--- src/rtl/lbrm_ram.sv ---
// ----------------------------------------------------------------------------
// lbrm_ram
// Generic simple dual-port RAM, one write port and one registered read port.
// ----------------------------------------------------------------------------
module lbrm_ram #(
  parameter int WIDTH = 8,
  parameter int DEPTH = 256
) (
  input  logic                     clk_i,
  input  logic                     we_i,
  input  logic [$clog2(DEPTH)-1:0] waddr_i,
  input  logic [WIDTH-1:0]         wdata_i,
  input  logic                     re_i,
  input  logic [$clog2(DEPTH)-1:0] raddr_i,
  output logic [WIDTH-1:0]         rdata_o
);

  logic [WIDTH-1:0] mem_q [DEPTH];
  logic [WIDTH-1:0] rdata_q;

  always_ff @(posedge clk_i) begin
    if (we_i) begin
      mem_q[waddr_i] <= wdata_i;
    end
    if (re_i) begin
      rdata_q <= mem_q[raddr_i];
    end
  end

  assign rdata_o = rdata_q;

endmodule

--- config.mk ---
export PLATFORM = sky130hd
export DESIGN_NAME = lbrm_ram
export DESIGN_NICKNAME = d
export VERILOG_FILES = /design/src/rtl/lbrm_ram.sv
export SDC_FILE = /design/constraint.sdc
export NUM_CORES = 2
export LEC_CHECK = 0
export BUFFER_PORTS_ARGS = -buffer_cell sky130_fd_sc_hd__buf_2
export CAP_MARGIN = 0
export CORE_MARGIN = 2
export CORE_UTILIZATION = 46
export CTS_BUF_LIST = sky130_fd_sc_hd__clkbuf_16
export CTS_CLUSTER_DIAMETER = 50
export CTS_CLUSTER_SIZE = 20
export DETAILED_ROUTE_END_ITERATION = 12
export HOLD_SLACK_MARGIN = 0.1
export PLACE_DENSITY_LB_ADDON = 0.2
export SLEW_MARGIN = 0
export SYNTH_ARGS = -nofsm -noshare
export SYNTH_HDL_FRONTEND = slang
export SYNTH_SLANG_ARGS = --single-unit
--- constraint.sdc ---
create_clock -name clk_i -period 3.29 [get_ports clk_i]
set_input_delay 0.329 -clock clk_i [delete_from_list [all_inputs] [get_ports clk_i]]
set_output_delay 0.329 -clock clk_i [all_outputs]
set_load 0.02 [all_outputs]
# Word-level counts from Yosys, hierarchy flattened
# Memories as Yosys holds them, arrays and structs flattened. A register that Yosys moved wholly into a read port is not among the register bits.
# Index checks and enable logic that the tools add are counted.
# W data, S select, Z words.
# op_classes
add_sub_neg,0
order_cmp,0
n_shift,0
bitwise,0
n_reduce_logical,0
mux,2
multipliers,0
eq_ne,0
n_div,0
# op_table
operator,n
$mux W1,2
# totals
latchBits,0
output_inout_bits,8
mem_bits_ro,0
word_cells,3
reg_bits,0
n_memories,1
inputBits,27
mem_bits_rw,2048
# memory_table
name,depth,word_bits,read_ports,rd_clocked_by_memory_dff,wr,line,rtl
mem_q,256,8,1,1,1,18,logic [WIDTH-1:0] mem_q [DEPTH];

# Longest topological paths before layout
# logic_depth
depth_word,2
ltp_mapped,11
depth_no_buf,6

# Worst setup path before layout
# No wires, ideal clock.
# synth_path
path_type,input to register
from,input raddr_i[0]
to,"register rdata_q[2], in the netlist rdata_o[2], read port of mem_q, data pin"
setup_ps,269
slack_ps,885
required_ps,3021
cell_stages,9
path_buffers,4
arrival_ps,2136
cell_sequence,buf_6 buf_12 buf_8 buf_2 mux4_2 a22oi_1 a21oi_1 nor4_1 nor4_2
# synth_rtl
element,line,rtl
from (decl),14,"input logic [$clog2(DEPTH)-1:0] raddr_i,"
to (decl),19,logic [WIDTH-1:0] rdata_q;

==> run metrics <==
FP Rows=roughly 150; Pre-antenna DRT Iters=5; Synth Area in Compound Gates=3.416%; HPWL after DPL=127600 um; Worst-path clk slew=0.08 ns; Tmin final=2.850 ns; Reg2Reg Setup Slack=around 0.48 ns; Overflow after GRT=0; Reg area=0.06174 mm^2; # placed instances=approximately 6300; hold_ws=about 0.22 ns; num ports=35; non-filler cells, final=~6600; synthesized area per cell=21.33 um^2; Pleak=about 29 nW; Area Growth Syn to Fin=14.77%; Max FO, Critical Path=19; Worst Setup EP=rdata_o[3]; drt via density=between 6 and 7; Bufs on Longest Clock Path=3; DRC=0; largest family of logic cells by synthesized area=multiplexers; input/output buffers=34; Clk pwr share=between 40% and 50%; Final Cell Area=0.09140 mm^2; final hold vios=0; Async S/R FF share, synth=0%; crit path from=raddr_i[0]; Req. time, crit path=around 3.8 ns; Worst EP arrival=3.37 ns; cell type with the highest aggregate area in the netlist=edfxtp_1; Avg WL per Cell=just over 30 um; Vias=39670; CTS tree=built; initial antenna violation count=17; maximum vdd drop=about 0.56 mV; critical setup path kind=input pin to flip-flop; HP Class=input pin to flip-flop; CTS Sinks=2056; layout cell share with drive strength beyond 1=between 20% and 30%; startpoint types=input pin; Setup crit end kind=flip-flop; simple-gate share of the synthesized area=between 2 and 3%; max frequency=roughly 350 MHz; synth unique cells=54; Die Y=roughly 420 um; CORE AREA=0.1717 mm^2; XOR/XNOR Fraction of Synth Area=0%; clk_lat worst skew=around 0.82 ns; most common cell in the netlist=edfxtp_1; Ys Warns=0; Post-Route WL=a little over 200000 um; largest net degree at the start of global routing=around 120; Horiz. Die Dim=roughly 420 um; postcts setup bufs=0; final core utilization=about 53%; adder-cell share of the synthesized area=0%; final number of setup-violating endpoints=0; Final Max Tran Viols=0; RSZ-0062 raised after global routing=false; fin nets=4182; Clock Skew=0.03965 ns; vias in the first global route=approximately 40000; Synth Cell Area=between 0.07 and 0.08 mm^2; max_cap viols=0; sw frac=a little under a quarter; GR Util All Layers=~23%; H-Tree Level Count=4; mux cell area share after synthesis=between 10% and 20%; r2r endpoint=rdata_o[4]; Routed Antenna Nets=0; cell chosen for the clock root=clkbuf_16; CTS Buf Count=164; initial core utilization=about 46%; area post-placement=between 0.08 and 0.09 mm^2; register area share after synthesis=between 70% and 80%; NetSw=12.10 mW; Final Cycle Share=~87%; internal cell power=approximately 41 mW; first-pass GRT wire length=between 200000 and 300000 um; Initial DRC Count=5093; Cells after Synth=between 3000 and 4000; ys flop type=edfxtp_1; synth cell count leaders=edfxtp_1 (2056), mux4_2 (454), nor2_1 (282); Sequential Power Share=between 50% and 60%; Post-Synthesis Net Count=between 3000 and 4000; gpl congestion=0.8559; slew at the pin closest to its max-slew limit=roughly 1.1 ns; synth top area cells=edfxtp_1 (78%), mux4_2 (13%), mux2i_1 (1.7%); RR Startpoint=mem_q[131][4]; R2R depth=7; Slew headroom=about a quarter; DIE AREA=0.1765 mm^2; multi-input logic area=between 0.015 and 0.02 mm^2; Post-synth EDFFs=roughly 2000; pwr/cell area=approximately 580 mW/mm^2; top-area cell type share of the netlist area=approximately 78%; register bit count reported by yosys=approximately 2100; Gate power share=approximately 5.3%; status=finished, final reports clean; Fillers=13240
state kept, by name (all words and copies together), names as in the netlist:
register  cells
rdata_o       8
mem_q      2048
through the flow:
stage	TNS (ns)	worst slack [ns]	total power, mW
final	0	0.4404	53.01
after global routing	0	0.3248	54.49
after detailed placement	-1.531	-0.4394	32.31
after floorplan	0	0.8849	30.88
after global placement	-1.683	-0.4136	32.28
after CTS	0	0.2444	53.43
critical path, stage by stage:
cell,delay (ns)
buf_8,0.23
buf_12,0.24
buf_12,0.21
buf_12,0.16
mux4_2,0.53
a22o_1,0.23
a221oi_1,0.22
o32ai_1,0.14
nor3_1,0.84
nor4_1,0.15
layer usage:
layer  share of wire (%)  global-route usage (%)
met2                  48                   36.51
met4                 2.4                   5.859
met1                  41                   33.59
met3                 8.7                   4.645
met5               0.015                       0
logic make-up (layout without fill, tap and decap cells):
| kind of cell | Yosys count | in the layout |
|---|---|---|
| DFF | 2056 | 2056 |
| muxes | 591 | 591 |
| and+or+nand+nor | 466 | 466 |
| AOI/OAI and AO/OA | 385 | 385 |
| buffers and inverters | 235 | 791 |
| other | 0 | 3 |
cell usage in the layout (no fill, tap or decap), drive strengths merged, types with 2 or more instances in the layout:
cell type / instances
a2111oi: 5
a211oi: 16
a21oi: 96
a221oi: 14
a22o: 8
a22oi: 133
a311oi: 2
a31oi: 2
and2: 6
and3b: 2
buf: 480
bufinv: 17
clkbuf: 164
clkinv: 44
clkinvlp: 11
diode: 3
dlygate4sd3: 9
edfxtp: 2056
inv: 66
mux2i: 134
mux4: 456
nand2: 33
nand2b: 8
nand3: 34
nand3b: 2
nand4: 10
nor2: 282
nor2b: 31
nor3: 22
nor4: 27
o211ai: 10
o21ai: 12
o221ai: 47
o22a: 5
o22ai: 28
o32ai: 5
or2: 4
power by group through the flow:
stage                     Combinational (mW)  Clock [mW]  Sequential (mW)
after detailed placement                2.83           0             29.5
after CTS                               2.84        21.7             28.9
after floorplan                         1.40           0             29.5
final                                   2.82        21.3             28.9
after global routing                    2.98        22.6             28.9
after global placement                  2.80           0             29.5
what timing repair did:
item                       4_1_cts  5_1_grt
setup endpoints to repair        0        1
hold buffers                     9        0
hold endpoints to repair       457        0
resized for setup                0        1
cell type report:
type	instances	share of cell area, %
Sequential cell	2056	67.55
Multi-Input combinational cell	1442	18.05
Timing Repair Buffer	489	4.775
Clock buffer	164	4.490
Tap cell	2310	3.162
Clock inverter	136	1.952
Inverter	2	0.008214
Antenna cell	3	0.008214
worst min-delay path by stage:
stage,end,cells past startpoint,startpoint
after floorplan,mem_q[0][0],0,wdata_i[0]
after global placement,mem_q[143][3],1,wdata_i[3]
after detailed placement,mem_q[142][3],1,wdata_i[3]
after CTS,mem_q[219][0],4,waddr_i[1]
after global routing,mem_q[219][4],4,waddr_i[1]
final,mem_q[219][4],4,waddr_i[1]
(Power assumes the default switching activity.)
