==> src/rtl/lbrm_pkg.sv <==
// ----------------------------------------------------------------------------
// lbrm_pkg
// Shared types, constants and neighbourhood offsets for the label boundary
// and ring marker.
// ----------------------------------------------------------------------------
package lbrm_pkg;

  localparam int MAX_SIDE      = 128;
  localparam int LABEL_BITS    = 8;
  localparam int COORD_BITS    = $clog2(MAX_SIDE);
  localparam int SIDE_BITS     = COORD_BITS + 1;
  localparam int NCOORD_BITS   = COORD_BITS + 2;
  localparam int ADDR_BITS     = 2 * COORD_BITS;
  localparam int STORE_DEPTH   = MAX_SIDE * MAX_SIDE;
  localparam int CFG_BITS      = 8;
  localparam int APB_ADDR_BITS = 3;
  localparam int APB_DATA_BITS = 32;
  localparam int NUM_TAPS      = 13;
  localparam int TAP_BITS      = $clog2(NUM_TAPS);

  localparam logic [CFG_BITS-1:0] CFG_RESET = CFG_BITS'(128);

  // register select (byte address bit 2)
  localparam logic REG_GRID_WIDTH  = 1'b0;
  localparam logic REG_GRID_HEIGHT = 1'b1;

  // operation codes
  localparam logic OP_WRITE = 1'b0;
  localparam logic OP_QUERY = 1'b1;

  // tap order of the radius-two diamond
  localparam logic [TAP_BITS-1:0] TAP_C  = TAP_BITS'(0);
  localparam logic [TAP_BITS-1:0] TAP_L  = TAP_BITS'(1);
  localparam logic [TAP_BITS-1:0] TAP_R  = TAP_BITS'(2);
  localparam logic [TAP_BITS-1:0] TAP_U  = TAP_BITS'(3);
  localparam logic [TAP_BITS-1:0] TAP_D  = TAP_BITS'(4);
  localparam logic [TAP_BITS-1:0] TAP_LL = TAP_BITS'(5);
  localparam logic [TAP_BITS-1:0] TAP_RR = TAP_BITS'(6);
  localparam logic [TAP_BITS-1:0] TAP_UU = TAP_BITS'(7);
  localparam logic [TAP_BITS-1:0] TAP_DD = TAP_BITS'(8);
  localparam logic [TAP_BITS-1:0] TAP_UL = TAP_BITS'(9);
  localparam logic [TAP_BITS-1:0] TAP_UR = TAP_BITS'(10);
  localparam logic [TAP_BITS-1:0] TAP_DL = TAP_BITS'(11);
  localparam logic [TAP_BITS-1:0] TAP_DR = TAP_BITS'(12);
  localparam logic [TAP_BITS-1:0] TAP_LAST = TAP_DR;

  typedef enum logic [1:0] {
    ST_IDLE,
    ST_READ,
    ST_LAST,
    ST_EVAL
  } seq_state_e;

  // capture control, aligned with the RAM read data
  typedef struct packed {
    logic                en;
    logic [TAP_BITS-1:0] idx;
    logic                vld;
  } cap_t;

  // result control towards the output register
  typedef struct packed {
    logic strobe;
    logic coord_error;
    logic query;
  } res_t;

  function automatic logic signed [NCOORD_BITS-1:0] tap_dx(input logic [TAP_BITS-1:0] t);
    logic signed [NCOORD_BITS-1:0] d;
    unique case (t)
      TAP_L, TAP_UL, TAP_DL: d = -NCOORD_BITS'(1);
      TAP_R, TAP_UR, TAP_DR: d = NCOORD_BITS'(1);
      TAP_LL:                d = -NCOORD_BITS'(2);
      TAP_RR:                d = NCOORD_BITS'(2);
      default:               d = '0;
    endcase
    return d;
  endfunction

  function automatic logic signed [NCOORD_BITS-1:0] tap_dy(input logic [TAP_BITS-1:0] t);
    logic signed [NCOORD_BITS-1:0] d;
    unique case (t)
      TAP_U, TAP_UL, TAP_UR: d = -NCOORD_BITS'(1);
      TAP_D, TAP_DL, TAP_DR: d = NCOORD_BITS'(1);
      TAP_UU:                d = -NCOORD_BITS'(2);
      TAP_DD:                d = NCOORD_BITS'(2);
      default:               d = '0;
    endcase
    return d;
  endfunction

  // clamp a side register to the store size
  function automatic logic [SIDE_BITS-1:0] eff_side(input logic [CFG_BITS-1:0] r);
    logic [SIDE_BITS-1:0] s;
    if (int'(r) > MAX_SIDE) begin
      s = SIDE_BITS'(MAX_SIDE);
    end else begin
      s = SIDE_BITS'(r);
    end
    return s;
  endfunction

endpackage

==> src/rtl/lbrm_seq.sv <==
// ----------------------------------------------------------------------------
// lbrm_seq
// Command sequencer: coordinate check, label writes and the thirteen-read
// sweep over the diamond around a queried tile.
// ----------------------------------------------------------------------------
module lbrm_seq (
  input  logic                                clk_i,
  input  logic                                rst_ni,
  input  logic                                start,
  output logic                                busy,
  input  logic                                operation_i,
  input  logic [lbrm_pkg::COORD_BITS-1:0]     tile_x_i,
  input  logic [lbrm_pkg::COORD_BITS-1:0]     tile_y_i,
  input  logic [lbrm_pkg::LABEL_BITS-1:0]     zone_label_i,
  input  logic [lbrm_pkg::SIDE_BITS-1:0]      width_i,
  input  logic [lbrm_pkg::SIDE_BITS-1:0]      height_i,
  output logic                                ram_we_o,
  output logic [lbrm_pkg::ADDR_BITS-1:0]      ram_waddr_o,
  output logic [lbrm_pkg::LABEL_BITS-1:0]     ram_wdata_o,
  output logic                                ram_re_o,
  output logic [lbrm_pkg::ADDR_BITS-1:0]      ram_raddr_o,
  output lbrm_pkg::cap_t                      cap_o,
  output lbrm_pkg::res_t                      res_o
);

  lbrm_pkg::seq_state_e state_q, state_d;
  logic [lbrm_pkg::TAP_BITS-1:0]   cnt_q, cnt_d;
  logic [lbrm_pkg::COORD_BITS-1:0] x_q, y_q;
  lbrm_pkg::cap_t                  cap_q, cap_d;

  logic accept;
  logic in_grid;
  logic signed [lbrm_pkg::NCOORD_BITS-1:0] nx, ny, wlim, hlim;
  logic tap_ok;

  assign busy    = (state_q != lbrm_pkg::ST_IDLE);
  assign accept  = start && !busy;
  assign in_grid = ({1'b0, tile_x_i} < width_i) && ({1'b0, tile_y_i} < height_i);

  // tap coordinates and their grid check
  assign wlim   = signed'({1'b0, width_i});
  assign hlim   = signed'({1'b0, height_i});
  assign nx     = signed'({2'b00, x_q}) + lbrm_pkg::tap_dx(cnt_q);
  assign ny     = signed'({2'b00, y_q}) + lbrm_pkg::tap_dy(cnt_q);
  assign tap_ok = (nx >= 0) && (ny >= 0) && (nx < wlim) && (ny < hlim);

  // write straight into the store at acceptance
  assign ram_we_o    = accept && (operation_i == lbrm_pkg::OP_WRITE) && in_grid;
  assign ram_waddr_o = {tile_y_i, tile_x_i};
  assign ram_wdata_o = zone_label_i;

  assign ram_re_o    = (state_q == lbrm_pkg::ST_READ);
  assign ram_raddr_o = {ny[lbrm_pkg::COORD_BITS-1:0], nx[lbrm_pkg::COORD_BITS-1:0]};

  always_comb begin
    state_d = state_q;
    unique case (state_q)
      lbrm_pkg::ST_IDLE: begin
        if (accept && (operation_i == lbrm_pkg::OP_QUERY) && in_grid) begin
          state_d = lbrm_pkg::ST_READ;
        end
      end
      lbrm_pkg::ST_READ: begin
        if (cnt_q == lbrm_pkg::TAP_LAST) begin
          state_d = lbrm_pkg::ST_LAST;
        end
      end
      lbrm_pkg::ST_LAST: state_d = lbrm_pkg::ST_EVAL;
      lbrm_pkg::ST_EVAL: state_d = lbrm_pkg::ST_IDLE;
      default:           state_d = lbrm_pkg::ST_IDLE;
    endcase
  end

  always_comb begin
    cnt_d = (state_q == lbrm_pkg::ST_READ) ? cnt_q + 1'b1 : '0;
    cap_d.en  = (state_q == lbrm_pkg::ST_READ);
    cap_d.idx = cnt_q;
    cap_d.vld = tap_ok;
    res_o.strobe = (accept && ((operation_i == lbrm_pkg::OP_WRITE) || !in_grid))
                   || (state_q == lbrm_pkg::ST_EVAL);
    res_o.coord_error = accept && !in_grid;
    res_o.query       = (state_q == lbrm_pkg::ST_EVAL);
  end

  always_ff @(posedge clk_i or negedge rst_ni) begin
    if (!rst_ni) begin
      state_q <= lbrm_pkg::ST_IDLE;
      cnt_q   <= '0;
      cap_q   <= '0;
    end else begin
      state_q <= state_d;
      cnt_q   <= cnt_d;
      cap_q   <= cap_d;
    end
  end

  always_ff @(posedge clk_i) begin
    if (accept) begin
      x_q <= tile_x_i;
      y_q <= tile_y_i;
    end
  end

  assign cap_o = cap_q;

`ifndef SYNTHESIS
  // no label write may land while a sweep is in flight
  a_no_write_in_sweep: assert property (@(posedge clk_i) disable iff (!rst_ni)
    busy |-> !ram_we_o) else $error("label write during query sweep");

  // every capture follows a read issued in the previous cycle
  a_cap_follows_read: assert property (@(posedge clk_i) disable iff (!rst_ni)
    cap_q.en |-> $past(state_q == lbrm_pkg::ST_READ)) else $error("capture without read");

  // evaluation is reached only after the last tap has landed
  a_eval_after_last: assert property (@(posedge clk_i) disable iff (!rst_ni)
    (state_q == lbrm_pkg::ST_EVAL) |-> $past(state_q == lbrm_pkg::ST_LAST))
    else $error("evaluation out of sequence");

  // an error result never starts a sweep
  a_err_no_sweep: assert property (@(posedge clk_i) disable iff (!rst_ni)
    res_o.coord_error |=> !busy) else $error("sweep started on out-of-grid tile");
`endif

endmodule

==> config.mk <==
export PLATFORM = sky130hd
export DESIGN_NAME = lbrm_seq
export DESIGN_NICKNAME = d
export VERILOG_FILES = /design/src/rtl/lbrm_pkg.sv /design/src/rtl/lbrm_seq.sv
export SDC_FILE = /design/constraint.sdc
export NUM_CORES = 1
export LEC_CHECK = 0
export BUFFER_PORTS_ARGS = -buffer_cell sky130_fd_sc_hd__buf_2
export CAP_MARGIN = 20
export CORE_MARGIN = 3
export CORE_UTILIZATION = 46
export CTS_CLUSTER_DIAMETER = 200
export DETAILED_ROUTE_END_ITERATION = 16
export PLACE_DENSITY = 0.89
export SYNTH_ARGS = -nofsm -noshare
export SYNTH_HDL_FRONTEND = slang
export SYNTH_SLANG_ARGS = --single-unit
==> constraint.sdc <==
create_clock -name clk_i -period 3.68 [get_ports clk_i]
set_clock_uncertainty 0.15 [all_clocks]
set_input_delay 0.184 -clock clk_i [delete_from_list [all_inputs] [get_ports clk_i]]
set_output_delay 0.184 -clock clk_i [all_outputs]
set_load 0.05 [all_outputs]
After elaboration in Yosys (flattened, before gate mapping)
Memories as Yosys holds them, arrays and structs flattened.
Cells that the tools add are included.

storage, ports and cells
  logic and storage cells = 47
  bits in registers = 26
  input bits = 42
  bits in read-only memories = 288
  memories = 2
  output and inout bits = 48

memories
  memory            words  width  read ports  clocked after memory_dff  wr ports  line            source
  (name not given)  16     9      1           0                         0         lbrm_pkg.sv:82  unique case (t)
  (name not given)  16     9      1           0                         0         lbrm_pkg.sv:70  unique case (t)

operators by class
  eq/ne operators = 6
  add/subtract/negate cells = 3
  multiplexer cells = 4
  reduce and logical (&&, ||, !) cells = 18
  bitwise logic cells = 1
  magnitude comparators = 6

operators with widths
  cell                                                   count
  adder 8 x 9 -> 9 bit                                   2
  >= comparator 9 x 1 -> 1 bit, second input constant    2
  < comparator 9 bit                                     2
  < comparator 7 x 8 -> 1 bit                            2
  logical AND 1 bit                                      11
  one-hot mux 2 bit (4 select lines)                     1
  adder 4 x 1 -> 4 bit, second input constant            1
  equality test 2 bit, second input constant             2
  equality test 4 bit, second input constant             1
  2-to-1 mux 2 bit                                       2
  2-to-1 mux 4 bit                                       1
  equality test 2 x 1 -> 1 bit, second input constant    1
  logical NOT 1 bit                                      2
  logical NOT 2 bit                                      1
  logical OR 1 bit                                       2
  inequality test 2 x 1 -> 1 bit, second input constant  1
  inequality test 2 bit, second input constant           1
  AND reduction 2 bit                                    1
  nonzero test 2 bit                                     1
  inverter 1 bit                                         1

Longest topological paths before layout
  depth after elaboration = 7
  gate-level depth with buffers = 17
  depth with buffers taken out = 17

Least setup slack after synthesis
OpenSTA, ideal clock, no wires.

  kind = flip-flop to flip-flop
  start = register cnt_q[0] in the netlist's numbering
  end = register cap_q, in the netlist cap_o[0]
  stages on the path, launching flop included = 14
  period minus slack after synthesis = 4.238 ns
  buffers on the path = 0
  library setup time = 0.101 ns
  data required time = 3.429 ns
  arrival = 3.987 ns
  path slack = -0.558 ns
  path through = dfrtp_1 -> inv_1 -> ha_1 -> nand2_1 -> a21oi_1 -> ha_1 -> a21oi_1 -> o21ai_0 -> xor2_1 -> ha_1 -> a211o_1 -> a41oi_1 -> o21ai_0 -> nor4_1

RTL lines
  item                      line            source
  start: declaration        lbrm_seq.sv:27  logic [lbrm_pkg::TAP_BITS-1:0] cnt_q, cnt_d;
  start signal: assignment  lbrm_seq.sv:92  cnt_q <= cnt_d;
  end signal: assignment    lbrm_seq.sv:93  cap_q <= cap_d;
  end: declaration          lbrm_seq.sv:29  lbrm_pkg::cap_t cap_q, cap_d;

==> flow_summary.json <==
{
  "ys_types": 44,
  "fmax_ghz": 0.2799,
  "fin_nets": 436,
  "cts.htree.levels": 1,
  "period_minus_slack_ps": 3573,
  "worst_r2r_path_depth": 16,
  "finalHoldViolations": 0,
  "std_cell_rows": 26,
  "async_reset_ff_frac": 0.4615,
  "clkTransAtPathRegs_ps": 100,
  "cts_tree": "built",
  "clock_sinks": 26,
  "p_leak_nw": 1.671,
  "power_frac_clock": 0.096,
  "crit_chain": "inv_2 -> ha_4 -> o21ai_2 -> o21ai_2 -> ha_2 -> fa_2 -> a211o_1 -> nand2_2 -> nand2b_4 -> a21oi_4 -> xnor2_4 -> ha_4 -> a21o_1 -> a211oi_2 -> o21ai_1 -> nor4_1",
  "remaining_drc_errors": 0,
  "grt_max_degree": 16,
  "syn-num-nets": 355,
  "start_util": 0.4836,
  "antenna_found_initial": 0,
  "synthFlopType": "edfxtp_1",
  "power_frac_seq": 0.183,
  "synth_edf_count": 14,
  "synth_common_cells": "ha_1 (53), inv_1 (24), buf_4 (22)",
  "critPathSlowestCell": "dfrtp_2",
  "clockRootBuffer": "clkbuf_8",
  "ant_nets": 0,
  "synth_top_area_share": 0.2651,
  "cts_buffers": 3,
  "switching_share": 0.5347,
  "fillers": 383,
  "ys_top_cells_by_area": "ha_1 (27%), edfxtp_1 (17%), dfrtp_1 (12%)",
  "path_class": "flop to flop",
  "critPathLaunchType": "flop",
  "seq_area_frac_synth": 0.2881,
  "wl_um": 6084,
  "rr_endpoint": "cap_o[0]$_DFF_PN0_",
  "synth_area_leader_cell": "ha_1",
  "die-height_um": 79.74,
  "maxCapViolCount": 0,
  "coreArea_um2": 5172,
  "die_area_um2": 6358,
  "cp_max_fo": 6,
  "layout-drive-gt1-share": 0.3935,
  "clkLatencyLatePin_ps": 290,
  "critical_path.max_stage_delay_ps": 470,
  "io_pins": 90,
  "area_delta_synth_final_pct": 33.87,
  "synthCells": 258,
  "endpoint_kind": "flop",
  "r2r-start": "cnt_q[0]$_DFF_PN0_",
  "final_util": 0.6473,
  "ir_drop_mv": 0.5575,
  "clock_tree.buffer_depth": 2,
  "setup_viol": 0,
  "syn_area_per_cell_um2": 9.694,
  "wl_per_cell_um": 14.91,
  "track_usage": 0.1866,
  "post-dp-hpwl_um": 4636,
  "period_share": 0.9709,
  "met2_usage": 0.3280,
  "synth-seq-cells": 26,
  "grt_pass1_vias": 2110,
  "use_met1": 0.2393,
  "fin_setup_tns_ps": 0,
  "diodes": 0,
  "yosysWarnings": 0,
  "busiest_layer": "met2",
  "grt_pass1_wl_um": 9301,
  "p_total_mw": 2.319,
  "r2r_slack_ps": 110,
  "rsz0062_at_grt": "true",
  "cp.arrival_ps": 3620,
  "power.switching_mw": 1.240,
  "path_buf_inv": 1,
  "gp_congestion": 0.8907,
  "dr.first_iter.drc_count": 67,
  "worst_pin_slew_ps": 632.3,
  "final_area_um2": 3348,
  "power.density_nw_per_um2": 692.7,
  "die_x_um": 79.74,
  "vias_per_cell": 5.221,
  "p_comb_frac": 0.721,
  "cp_top_family": "compound AO/OA/AOI/OAI gates",
  "grt_use_met3": 0.01919,
  "relSlewSlack": 0.5780,
  "yosysMostFrequentCell": "ha_1",
  "first_pass_iters": 4,
  "synth_area_um2": 2501,
  "hp-class": "primary input to async pin",
  "crit_required_ps": 3720,
  "dpl_cell_area_um2": 3004,
  "numPortBuffers": 73,
  "finalMaxSlewViolations": 0,
  "p_int_mw": 1.079,
  "outcome": "finished, final reports clean",
  "grt.overflow.total": 0,
  "vias": 2130
}
[final cells by class]
| class | instances | area (um2) | share of cell area |
|---|---|---|---|
| inverters | 26 | 97.59 | 0.02915 |
| repair buffers | 100 | 609.3 | 0.1820 |
| multi-input cells | 182 | 1764 | 0.5269 |
| well taps | 70 | 87.58 | 0.02616 |
| clock buffers | 4 | 66.31 | 0.01981 |
| flip-flops and latches | 26 | 723.2 | 0.2160 |
[power by group through the flow]
stage | sequential (mW) | clock (mW) | combinational, mW
floorplan | 0.490 | 0 | 1.22
global placement | 0.423 | 0 | 1.53
detailed placement | 0.426 | 0 | 1.58
CTS | 0.420 | 0.223 | 1.61
global route | 0.434 | 0.234 | 1.80
finish | 0.426 | 0.222 | 1.67
[worst max-delay path by stage]
stage / startpoint / end / slack (ps) / cells past startpoint
after CTS: cnt_q[0]$_DFF_PN0_ / cap_o[0]$_DFF_PN0_ / 8 / 16
after detailed placement: cnt_q[0]$_DFF_PN0_ / cap_o[0]$_DFF_PN0_ / -40 / 16
after floorplan: cnt_q[0]$_DFF_PN0_ / cap_o[0]$_DFF_PN0_ / 10 / 14
final: cnt_q[0]$_DFF_PN0_ / cap_o[0]$_DFF_PN0_ / 110 / 16
after global placement: cnt_q[0]$_DFF_PN0_ / cap_o[0]$_DFF_PN0_ / 80 / 16
after global routing: cnt_q[0]$_DFF_PN0_ / cap_o[0]$_DFF_PN0_ / -70 / 15
[sequential cells by signal, indices dropped and copies added (netlist names)]
signal	flops
cap_o	6
state_q	2
cnt_q	4
x_q	7
y_q	7
[stage by stage]
stage                     setup slack, ps  std cells  hold WS, ps
after global routing               -73.24        408        160.5
after detailed placement           -39.39        385       -67.54
after CTS                           7.999        404        151.9
after global placement              83.42        385       -75.43
final                               107.2        408        146.2
after floorplan                     9.838        258       -261.6
[logic make-up (layout without fill, tap and decap cells)]
kind of cell | Yosys count | count (layout) | synth area share
xor+xnor | 14 | 14 | 0.04903
buf+inv | 50 | 130 | 0.1081
compound gates | 63 | 63 | 0.1661
flops | 26 | 26 | 0.2881
mux | 2 | 2 | 0.01000
simple gates | 48 | 48 | 0.09756
fa+ha+maj | 55 | 55 | 0.2811
[cells in the final DEF, fill, tap and decap left out, drive strengths merged, types with 2 or more instances in the layout]
master / instances
a211o: 2
clkbuf: 4
buf: 85
inv: 25
edfxtp: 14
o21bai: 3
o211ai: 2
a21o: 6
dlygate4sd3: 15
xor2: 7
nor2b: 3
and2: 3
nor2: 8
o22ai: 2
a21oi: 18
dfrtp: 12
o21a: 4
nand2b: 6
xnor2: 7
nand3: 6
fa: 2
a211oi: 2
and4: 2
o21ai: 16
nand2: 12
ha: 53
nor3: 4
[layer usage]
metal	routed length (um)	part of all wire	vias to the layer above
li1	-	-	1050
met1	2630	0.43	1006
met2	3070	0.50	67
met3	290	0.048	7
met4	92	0.015	0
met5	0	0	-
[repair_timing]
| action | CTS | global route |
|---|---|---|
| hold buffers | 15 | 0 |
| buffers inserted | 0 | 4 |
| hold endpoints to repair | 26 | 0 |
| resized for setup | 1 | 30 |
| endpoints found under the setup margin | 1 | 1 |
| pin swaps | 2 | 19 |
Power figures use the tool's default switching activity.
