===== src/rtl/lbrm_pkg.sv =====
// ----------------------------------------------------------------------------
// lbrm_pkg
// Shared types, constants and neighbourhood offsets for the label boundary
// and ring marker.
// ----------------------------------------------------------------------------
package lbrm_pkg;

  localparam int MAX_SIDE      = 128;
  localparam int LABEL_BITS    = 8;
  localparam int COORD_BITS    = $clog2(MAX_SIDE);
  localparam int SIDE_BITS     = COORD_BITS + 1;
  localparam int NCOORD_BITS   = COORD_BITS + 2;
  localparam int ADDR_BITS     = 2 * COORD_BITS;
  localparam int STORE_DEPTH   = MAX_SIDE * MAX_SIDE;
  localparam int CFG_BITS      = 8;
  localparam int APB_ADDR_BITS = 3;
  localparam int APB_DATA_BITS = 32;
  localparam int NUM_TAPS      = 13;
  localparam int TAP_BITS      = $clog2(NUM_TAPS);

  localparam logic [CFG_BITS-1:0] CFG_RESET = CFG_BITS'(128);

  // register select (byte address bit 2)
  localparam logic REG_GRID_WIDTH  = 1'b0;
  localparam logic REG_GRID_HEIGHT = 1'b1;

  // operation codes
  localparam logic OP_WRITE = 1'b0;
  localparam logic OP_QUERY = 1'b1;

  // tap order of the radius-two diamond
  localparam logic [TAP_BITS-1:0] TAP_C  = TAP_BITS'(0);
  localparam logic [TAP_BITS-1:0] TAP_L  = TAP_BITS'(1);
  localparam logic [TAP_BITS-1:0] TAP_R  = TAP_BITS'(2);
  localparam logic [TAP_BITS-1:0] TAP_U  = TAP_BITS'(3);
  localparam logic [TAP_BITS-1:0] TAP_D  = TAP_BITS'(4);
  localparam logic [TAP_BITS-1:0] TAP_LL = TAP_BITS'(5);
  localparam logic [TAP_BITS-1:0] TAP_RR = TAP_BITS'(6);
  localparam logic [TAP_BITS-1:0] TAP_UU = TAP_BITS'(7);
  localparam logic [TAP_BITS-1:0] TAP_DD = TAP_BITS'(8);
  localparam logic [TAP_BITS-1:0] TAP_UL = TAP_BITS'(9);
  localparam logic [TAP_BITS-1:0] TAP_UR = TAP_BITS'(10);
  localparam logic [TAP_BITS-1:0] TAP_DL = TAP_BITS'(11);
  localparam logic [TAP_BITS-1:0] TAP_DR = TAP_BITS'(12);
  localparam logic [TAP_BITS-1:0] TAP_LAST = TAP_DR;

  typedef enum logic [1:0] {
    ST_IDLE,
    ST_READ,
    ST_LAST,
    ST_EVAL
  } seq_state_e;

  // capture control, aligned with the RAM read data
  typedef struct packed {
    logic                en;
    logic [TAP_BITS-1:0] idx;
    logic                vld;
  } cap_t;

  // result control towards the output register
  typedef struct packed {
    logic strobe;
    logic coord_error;
    logic query;
  } res_t;

  function automatic logic signed [NCOORD_BITS-1:0] tap_dx(input logic [TAP_BITS-1:0] t);
    logic signed [NCOORD_BITS-1:0] d;
    unique case (t)
      TAP_L, TAP_UL, TAP_DL: d = -NCOORD_BITS'(1);
      TAP_R, TAP_UR, TAP_DR: d = NCOORD_BITS'(1);
      TAP_LL:                d = -NCOORD_BITS'(2);
      TAP_RR:                d = NCOORD_BITS'(2);
      default:               d = '0;
    endcase
    return d;
  endfunction

  function automatic logic signed [NCOORD_BITS-1:0] tap_dy(input logic [TAP_BITS-1:0] t);
    logic signed [NCOORD_BITS-1:0] d;
    unique case (t)
      TAP_U, TAP_UL, TAP_UR: d = -NCOORD_BITS'(1);
      TAP_D, TAP_DL, TAP_DR: d = NCOORD_BITS'(1);
      TAP_UU:                d = -NCOORD_BITS'(2);
      TAP_DD:                d = NCOORD_BITS'(2);
      default:               d = '0;
    endcase
    return d;
  endfunction

  // clamp a side register to the store size
  function automatic logic [SIDE_BITS-1:0] eff_side(input logic [CFG_BITS-1:0] r);
    logic [SIDE_BITS-1:0] s;
    if (int'(r) > MAX_SIDE) begin
      s = SIDE_BITS'(MAX_SIDE);
    end else begin
      s = SIDE_BITS'(r);
    end
    return s;
  endfunction

endpackage


===== src/rtl/lbrm_eval.sv =====
// ----------------------------------------------------------------------------
// lbrm_eval
// Tap capture and flag decision for the diamond around a queried tile.
// ----------------------------------------------------------------------------
module lbrm_eval (
  input  logic                            clk_i,
  input  lbrm_pkg::cap_t                  cap_i,
  input  logic [lbrm_pkg::LABEL_BITS-1:0] rdata_i,
  output logic                            is_border_o,
  output logic                            is_extension_o
);

  logic [lbrm_pkg::LABEL_BITS-1:0] lab_q [lbrm_pkg::NUM_TAPS];
  logic [lbrm_pkg::NUM_TAPS-1:0]   vld_q;
  logic [lbrm_pkg::NUM_TAPS-1:0]   diff;

  always_ff @(posedge clk_i) begin
    if (cap_i.en) begin
      lab_q[cap_i.idx] <= rdata_i;
      vld_q[cap_i.idx] <= cap_i.vld;
    end
  end

  // a tap differs when it lies in the grid and its label is not the centre's
  always_comb begin
    for (int k = 0; k < lbrm_pkg::NUM_TAPS; k++) begin
      diff[k] = vld_q[k] && vld_q[lbrm_pkg::TAP_C] && (lab_q[k] != lab_q[lbrm_pkg::TAP_C]);
    end
  end

  // with no border at the centre every present neighbour shares its label,
  // so a neighbour is a border exactly when one of its outer taps differs
  assign is_border_o = diff[lbrm_pkg::TAP_L] || diff[lbrm_pkg::TAP_R] ||
                       diff[lbrm_pkg::TAP_U] || diff[lbrm_pkg::TAP_D];

  assign is_extension_o = !is_border_o && (
      (vld_q[lbrm_pkg::TAP_L] && (diff[lbrm_pkg::TAP_LL] || diff[lbrm_pkg::TAP_UL] ||
                                  diff[lbrm_pkg::TAP_DL])) ||
      (vld_q[lbrm_pkg::TAP_R] && (diff[lbrm_pkg::TAP_RR] || diff[lbrm_pkg::TAP_UR] ||
                                  diff[lbrm_pkg::TAP_DR])) ||
      (vld_q[lbrm_pkg::TAP_U] && (diff[lbrm_pkg::TAP_UU] || diff[lbrm_pkg::TAP_UL] ||
                                  diff[lbrm_pkg::TAP_UR])) ||
      (vld_q[lbrm_pkg::TAP_D] && (diff[lbrm_pkg::TAP_DD] || diff[lbrm_pkg::TAP_DL] ||
                                  diff[lbrm_pkg::TAP_DR])));

endmodule


===== config.mk =====
export PLATFORM = sky130hd
export DESIGN_NAME = lbrm_eval
export DESIGN_NICKNAME = d
export VERILOG_FILES = /design/src/rtl/lbrm_pkg.sv /design/src/rtl/lbrm_eval.sv
export SDC_FILE = /design/constraint.sdc
export NUM_CORES = 1
export LEC_CHECK = 0
export ABC_AREA = 1
export BUFFER_PORTS_ARGS = -buffer_cell sky130_fd_sc_hd__buf_2
export CAP_MARGIN = 30
export CORE_MARGIN = 3
export CORE_UTILIZATION = 40
export DETAILED_ROUTE_END_ITERATION = 10
export PLACE_DENSITY_LB_ADDON = 0.12
export SLEW_MARGIN = 25
export SYNTH_ARGS = -nofsm -noshare
export SYNTH_HDL_FRONTEND = slang
export SYNTH_SLANG_ARGS = --single-unit

===== constraint.sdc =====
create_clock -name clk_i -period 3.9 [get_ports clk_i]
set_clock_uncertainty 0.15 [all_clocks]
set_input_delay 0.585 -clock clk_i [delete_from_list [all_inputs] [get_ports clk_i]]
set_output_delay 0.585 -clock clk_i [all_outputs]
set_load 0.05 [all_outputs]

# Yosys cells after proc, flatten, opt, wreduce, memory -nomap -nowiden
# Memory sizes are Yosys's and may differ from the RTL's.
# Index checks and enable logic that the tools add are counted.
# Widths: inputs -> output; s select.
# classes
addsub	0
n_mul	0
n_div	0
n_lt_le_gt_ge	2
n_eq_ne	12
shifts	0
n_mux	5
bitwise	0
n_reduce_logical	45
# op_table
cell	count
$ne 8x8->1	12
$logic_and 1x1->1	30
$logic_or 1x1->1	14
$bwmux 13	1
$lt 4x5->1 const B	1
$demux 1 s4	1
$ge 4x1->1 const B	1
$mux 1	3
$logic_not 1->1	1
# totals
register_bits	13
latch_bits	0
mem_bits_rw	104
romBits	0
input_bits	15
out_inout_bits	2
elab_cells	66
mem_count	1
# mem_list
memory	words	word_bits	rd	rd_clocked_by_memory_dff	write_ports	line	text
lab_q	13	8	13	0	1	lbrm_eval.sv:13	logic [lbrm_pkg::LABEL_BITS-1:0] lab_q [lbrm_pkg::NUM_TAPS];

# Logic depth before layout (Yosys ltp)
# Gate-level depths: netlist of run 1.
# logic_depth
word_depth	9
ltp_mapped	14
depth_no_buf	12

# Worst setup path after synthesis of run 1
# OpenSTA, ideal clock, no wires.
# synth_timing
path_type	flip-flop to output port
start	memory lab_q[0][7] in the netlist's numbering
end	output is_extension_o
arrival_time_ns	2.220
t_required_ns	3.165
path_slack_ns	0.945
path_stages_with_launch	9
path_buffers	2
cell_sequence	edfxtp_1 buf_6 buf_12 xor2_1 nor3_2 nand2_1 nand3_2 nand4_2 nor2_1
# synth_rtl
item	line	text
start: declaration	lbrm_eval.sv:13	
end: declaration	lbrm_eval.sv:10	output logic is_extension_o

==> impl_metrics.ini, run 1 <==
[run_status]
status = complete, no violations

[cts]
cts_max_level = 4
numCtsBuffers = 17
clock_path_buffers = 2
root_buffer = clkbuf_16
clk_pin_slew_worst_paths_ps = 50
holdBufCountCts = 0
cts_resized = 0
post_cts_buffers = 0
cts_tree = built
clkSinkCount = 117

[worst_hold_path]
hold_path_startpoint = cap_i[0]
min_path_type = primary input to flop

[placed_design]
portBuffers = 16
place_area_mm2 = 0.00555
place.gp.congestion = 0.854
dp_hpwl_um = 7720

[floorplan]
fp.dieW_um = 121
start_util = 0.413
die_height_um = 121
coreArea_mm2 = 0.0128
die_area_mm2 = 0.0146
ioPinCount = 17
rows = 41

[worst_setup_path]
critPathKind = flop to primary output
critPathArrivalTime_ps = 2520
worstSetupEndpointType = primary output
cp_data_required_time_ps = 3160
cp_top_family = simple AND/OR/NAND/NOR gates
cp_common_cell = nand2_1
cp_cell_sequence = inv_1 > nand2_1 > nand2_1 > nand2_1 > nor2_1 > nand2_1 > nand2_1 > nand3_1 > nand2_1 > nand2_1 > nor2_1 > nor2_1 > buf_2
path_buf_inv = 2
critPathLaunch = lab_q[0][5]
slowest_delay_ps = 780
cp_slowest_cell = edfxtp_1
crit_fanout = 13
start_kind = flop

[routing]
drt_iter0_markers = 206
wirelength_um = 10900
dr.pass1.iters = 4
ant_nets = 0
drcViolationCount = 0
routedWlPerCell_um = 16.1
num_vias = 3114
viasPerCell = 4.60

[synthesis]
synth_nets = 471
synth_edf_count = 117
synth_largest_area_cell = edfxtp_1
ys_seq_area_frac = 0.666
syn_avg_cell_area_um2 = 11.6
ys_types = 25
netlist.area_leader.share = 0.666
post-synth-top-count-cell = nand2_1
yosysWarnings = 0
postSynthCellCount = 456
synth_ff_type = edfxtp_1
ys_ff_latch = 117
synth_common_cells = 144 x nand2_1, 117 x edfxtp_1, 52 x xnor2_1, 42 x inv_1, 29 x nor2_1
syn_area_mm2 = 0.00527
synth_area_leaders = edfxtp_1 67%, nand2_1 10%, xnor2_1 8.6%
async_reset_ff_frac = 0

[final_layout]
drive_above_1_share = 0.133
nets = 507
antenna_cells = 0
areaGrowthSynthToFinish_pct = 14.5
fillerInstances = 1178
fin_area_mm2 = 0.00603

[global_routing]
grt_start_max_net_pins = 17
grt_pass1_vias = 3060
grt_overflow_total = 0
grtUsageTotal = 0.164
antenna_found_initial = 0
grt_pass1_wl_um = 17100

[power]
p_sw_uw = 570
clkPwrFrac = 0.455
internal_power_mw = 2.24
pwr-share-comb = 0.036
leakage_nw = 2.28
vdd_ir_drop_max_v = 0.000349
swShare = 0.203
p_per_area_mw_per_mm2 = 465
p_seq_frac = 0.509

[job]
cap_viol_max_count = 0

[sta]
whs_ps = 406
maxSlewViolCount = 0
fin_crit_ps = 3250
min_period_over_period = 0.834
slew_headroom = 0.392
finalSetupViolations = 0
tightest_slew_ps = 909
fmax_mhz = 308
rsz0062_at_grt = no
hold_viol = 0
setup_tns_ps = 0
## cells by family after synthesis
group           count (synthesis)  synth area share
compound gates                  4           0.00570
xor+xnor                       58            0.0963
buf+inv                        57            0.0551
flops                         117             0.666
simple gates                  220             0.177
## through the flow
| step | util | setup WS, ps | total power, mW | instances |
|---|---|---|---|---|
| 4_1_cts | 0.472 | 601 | 2.84 | 677 |
| 3_5_place_dp | 0.434 | 1040 | 1.56 | 645 |
| 2_1_floorplan | - | 945 | 1.51 | 456 |
| 6_report | 0.472 | 649 | 2.81 | 677 |
| 5_1_grt | 0.472 | 411 | 2.91 | 677 |
| 3_3_place_gp | 0.434 | 1080 | 1.55 | 644 |
## sequential cells by signal, indices dropped and copies added, names as in the netlist
| name | cells |
|---|---|
| lab_q | 104 |
| vld_q | 13 |
## worst paths after layout
check,cells past startpoint,slack [ps],endpoint
worst max-delay path,13,650,is_extension_o
worst min-delay path,1,410,vld_q[12]
## power groups by stage
stage / clock, mW / sequential [mW] / combinational (mW)
after floorplan: 0 / 1.45 / 0.0638
after global placement: 0 / 1.45 / 0.102
after detailed placement: 0 / 1.45 / 0.103
after CTS: 1.31 / 1.43 / 0.104
after global routing: 1.37 / 1.43 / 0.114
final: 1.28 / 1.43 / 0.101
## metal layers
metal	share of wire	routed length, um	vias to the layer above	global-route usage
met5	0	0	-	0
met1	0.46	5000	1476	0.213
met3	0.036	396	12	0.0440
li1	-	-	1566	-
met2	0.49	5300	60	0.262
met4	0.016	175	0	0.0659
## layout by cell type, fill, tap and decap left out, drive strengths merged
| master | count |
|---|---|
| o21bai | 1 |
| nor2 | 29 |
| clkinv | 10 |
| nand3 | 14 |
| buf | 28 |
| o211ai | 3 |
| inv | 45 |
| nor3 | 9 |
| xnor2 | 52 |
| clkbuf | 23 |
| nand4 | 8 |
| nand2 | 149 |
| or2 | 10 |
| nor4 | 1 |
| edfxtp | 117 |
| xor2 | 6 |
## area by class of cell
type                            count  area [um^2]  area share
Sequential cell                   117         3510       0.582
Timing Repair Buffer               28          170      0.0282
Inverter                           46          175      0.0290
Multi-Input combinational cell    282         1480       0.244
Clock buffer                       23          448      0.0742
Tap cell                          172          215      0.0357
Clock inverter                      9         37.5     0.00622
Note: power is estimated with default switching activity, not from simulation.
==> run 2: changes to the inputs <==
--- a/config.mk
+++ b/config.mk
@@ -5,7 +5,7 @@
 export SDC_FILE = /design/constraint.sdc
 export NUM_CORES = 1
 export LEC_CHECK = 0
-export ABC_AREA = 1
+export ABC_AREA = 0
 export BUFFER_PORTS_ARGS = -buffer_cell sky130_fd_sc_hd__buf_2
 export CAP_MARGIN = 30
 export CORE_MARGIN = 3
==> constraint.sdc (replaced) <==
create_clock -name clk_i -period 2.74 [get_ports clk_i]
set_clock_uncertainty 0.15 [all_clocks]
set_input_delay 0.411 -clock clk_i [delete_from_list [all_inputs] [get_ports clk_i]]
set_output_delay 0.411 -clock clk_i [all_outputs]
set_load 0.05 [all_outputs]
==> impl_metrics.ini, run 2 <==
[worst_hold_path]
holdPathStages = 1
hold_end = lab_q[11][5]
hold_path_startpoint = rdata_i[5]
min_path_type = primary input to flop

[floorplan]
fp.dieW_um = 116
die_area_mm2 = 0.0136
start_util = 0.418
coreArea_mm2 = 0.0117
die_height_um = 116
rows = 39
ioPinCount = 17

[synthesis]
synth_common_cells = 117 x edfxtp_1, 64 x xnor2_1, 31 x xor2_1, 17 x nand4_1, 9 x nor4_1
synth_nets = 304
synth_largest_area_cell = edfxtp_1
synth_compound_area_frac = 0.0267
yosys.area_share.xor_xnor = 0.174
async_reset_ff_frac = 0
synth_simple_gate_area_share = 0.0580
post-synth-top-count-cell = edfxtp_1
postSynthCellCount = 289
syn_area_mm2 = 0.00488
synth_fa_ha_area_frac = 0
synth_area_leaders = edfxtp_1 72%, xnor2_1 11%, xor2_1 5.6%
synth_top_family_by_area = XOR/XNOR gates
ys_ff_latch = 117
syn_avg_cell_area_um2 = 16.9
synth_edf_count = 117
yosysWarnings = 0
synth_ff_type = edfxtp_1
synth_mux_area_frac = 0
ys_types = 26
ys_seq_area_frac = 0.721
netlist.area_leader.share = 0.721

[power]
internal_power_mw = 3.38
leakage_nw = 1.94
p_sw_uw = 810
vdd_ir_drop_max_v = 0.000467
clkPwrFrac = 0.478
p_per_area_mw_per_mm2 = 701
pwr-share-comb = 0.038
swShare = 0.194
p_seq_frac = 0.484

[sta]
fmax_mhz = 351
fin_crit_ps = 2850
rsz0062_at_grt = yes
finalWorstSetupSlack_ps = -110
finalSetupViolations = 1
min_period_over_period = 1.04
slew_headroom = 0.607
hold_viol = 0
maxSlewViolCount = 0
whs_ps = 247
tightest_slew_ps = 585

[worst_setup_path]
crit_fanout = 5
worstSetupEndpointType = primary output
path_buf_inv = 2
cp_cell_sequence = buf_4 > xor2_1 > nor4_2 > a21boi_2 > o211ai_1 > and3_1 > a211oi_4 > buf_6
cp_top_family = compound AO/OA/AOI/OAI gates
cp_slowest_cell = edfxtp_1
critPathKind = flop to primary output
start_kind = flop
slowest_delay_ps = 510
cp_data_required_time_ps = 2180
critPathArrivalTime_ps = 2290

[routing]
routedWlPerCell_um = 21.6
viasPerCell = 5.15
drt_iter0_markers = 221
wirelength_um = 10900
drcViolationCount = 0
dr.pass1.iters = 5
num_vias = 2592
ant_nets = 0

[cts]
cts_tree = built
numCtsBuffers = 17
clkSinkCount = 117
root_buffer = clkbuf_16
holdBufCountCts = 0
cts_max_level = 4
clock_path_buffers = 2
clk_pin_slew_worst_paths_ps = 50

[final_layout]
drive_above_1_share = 0.253
multiInputGateArea_mm2 = 0.00137
fillerInstances = 968
antenna_cells = 0
largest_reg_flops = 104
reg_top3 = lab_q: 104 flops, vld_q: 13 flops
nets = 364
top_register = lab_q
post-route-util = 0.512
areaGrowthSynthToFinish_pct = 22.6
final_common_cell = edfxtp_1
layout_common_cells = 117 x edfxtp_1, 64 x xnor2_1, 30 x buf_4, 28 x xor2_1, 18 x clkbuf_16
seq_area_mm2 = 0.00351

[global_routing]
grt_overflow_total = 0
grtUsageTotal = 0.173
grt_pass1_vias = 2620
grt_start_max_net_pins = 17
grt_pass1_wl_um = 16100
antenna_found_initial = 0

[placed_design]
portBuffers = 16
place.gp.congestion = 0.765
dp_hpwl_um = 6850
pre_cts_ws_ps = 116

[run_status]
violations = setup timing
status = complete, but fails checks

[job]
cap_viol_max_count = 0
run 2: cell count changes after synthesis, moves of 6 or more:
cell     change
nand3_1     -13
o21ai_0      +6
inv_1       -41
xnor2_1     +12
nor2_1      -24
nor4_1       +8
nand2_1    -142
nand4_1     +10
xor2_1      +25
or2_2        -7
run 2: power by group through the flow:
stage	clock network (mW)	registers [mW]	logic (mW)
6_report	2.00	2.03	0.161
5_1_grt	2.11	2.03	0.176
4_1_cts	2.03	2.03	0.159
3_5_place_dp	0	2.06	0.154
3_3_place_gp	0	2.06	0.152
2_1_floorplan	0	2.06	0.0772
run 2: layout make-up:
| type | instances | area share |
|---|---|---|
| well taps | 143 | 0.0299 |
| flip-flops and latches | 117 | 0.588 |
| clock inverters | 8 | 0.0142 |
| multi-input cells | 161 | 0.228 |
| clock buffers | 22 | 0.0743 |
| inverters | 1 | 0.000628 |
| repair buffers | 51 | 0.0645 |
run 2: how the worst max path moves through the flow:
stage | startpoint | end | slack, ps | depth (start not counted)
6_report | lab_q[0][5] | is_extension_o | -110 | 8
5_1_grt | lab_q[0][0] | is_extension_o | -220 | 9
4_1_cts | lab_q[0][5] | is_extension_o | -120 | 8
3_5_place_dp | lab_q[0][1] | is_extension_o | 120 | 9
3_3_place_gp | lab_q[0][1] | is_extension_o | 90 | 9
2_1_floorplan | lab_q[0][1] | is_extension_o | 50 | 6
run 2: metal layers:
metal	global-route usage	wire [um]	vias to the layer above
li1	-	-	1203
met1	0.250	5190	1302
met2	0.253	4930	78
met3	0.0503	611	9
met4	0.0588	136	0
met5	0	0	-
run 2: logic make-up (layout without fill, tap and decap cells):
group / Yosys count / count (layout)
simple gates: 47 / 47
buf+inv: 11 / 82
flops: 117 / 117
compound gates: 18 / 18
xor+xnor: 96 / 96
run 2: repair_timing:
action                                  in CTS  in global routing
cloned                                       1                  1
pin swaps                                    8                  4
resized for setup                           18                  8
endpoints found under the setup margin       2                  2
buffers inserted                             1                  4
run 2: per-stage QoR:
stage,area [um^2],instances,power (mW),setup TNS [ps]
floorplan,4890,289,2.14,0
global placement,5280,466,2.21,0
detailed placement,5280,466,2.21,0
CTS,5890,498,4.21,-124
global route,5980,503,4.31,-219
finish,5980,503,4.19,-110
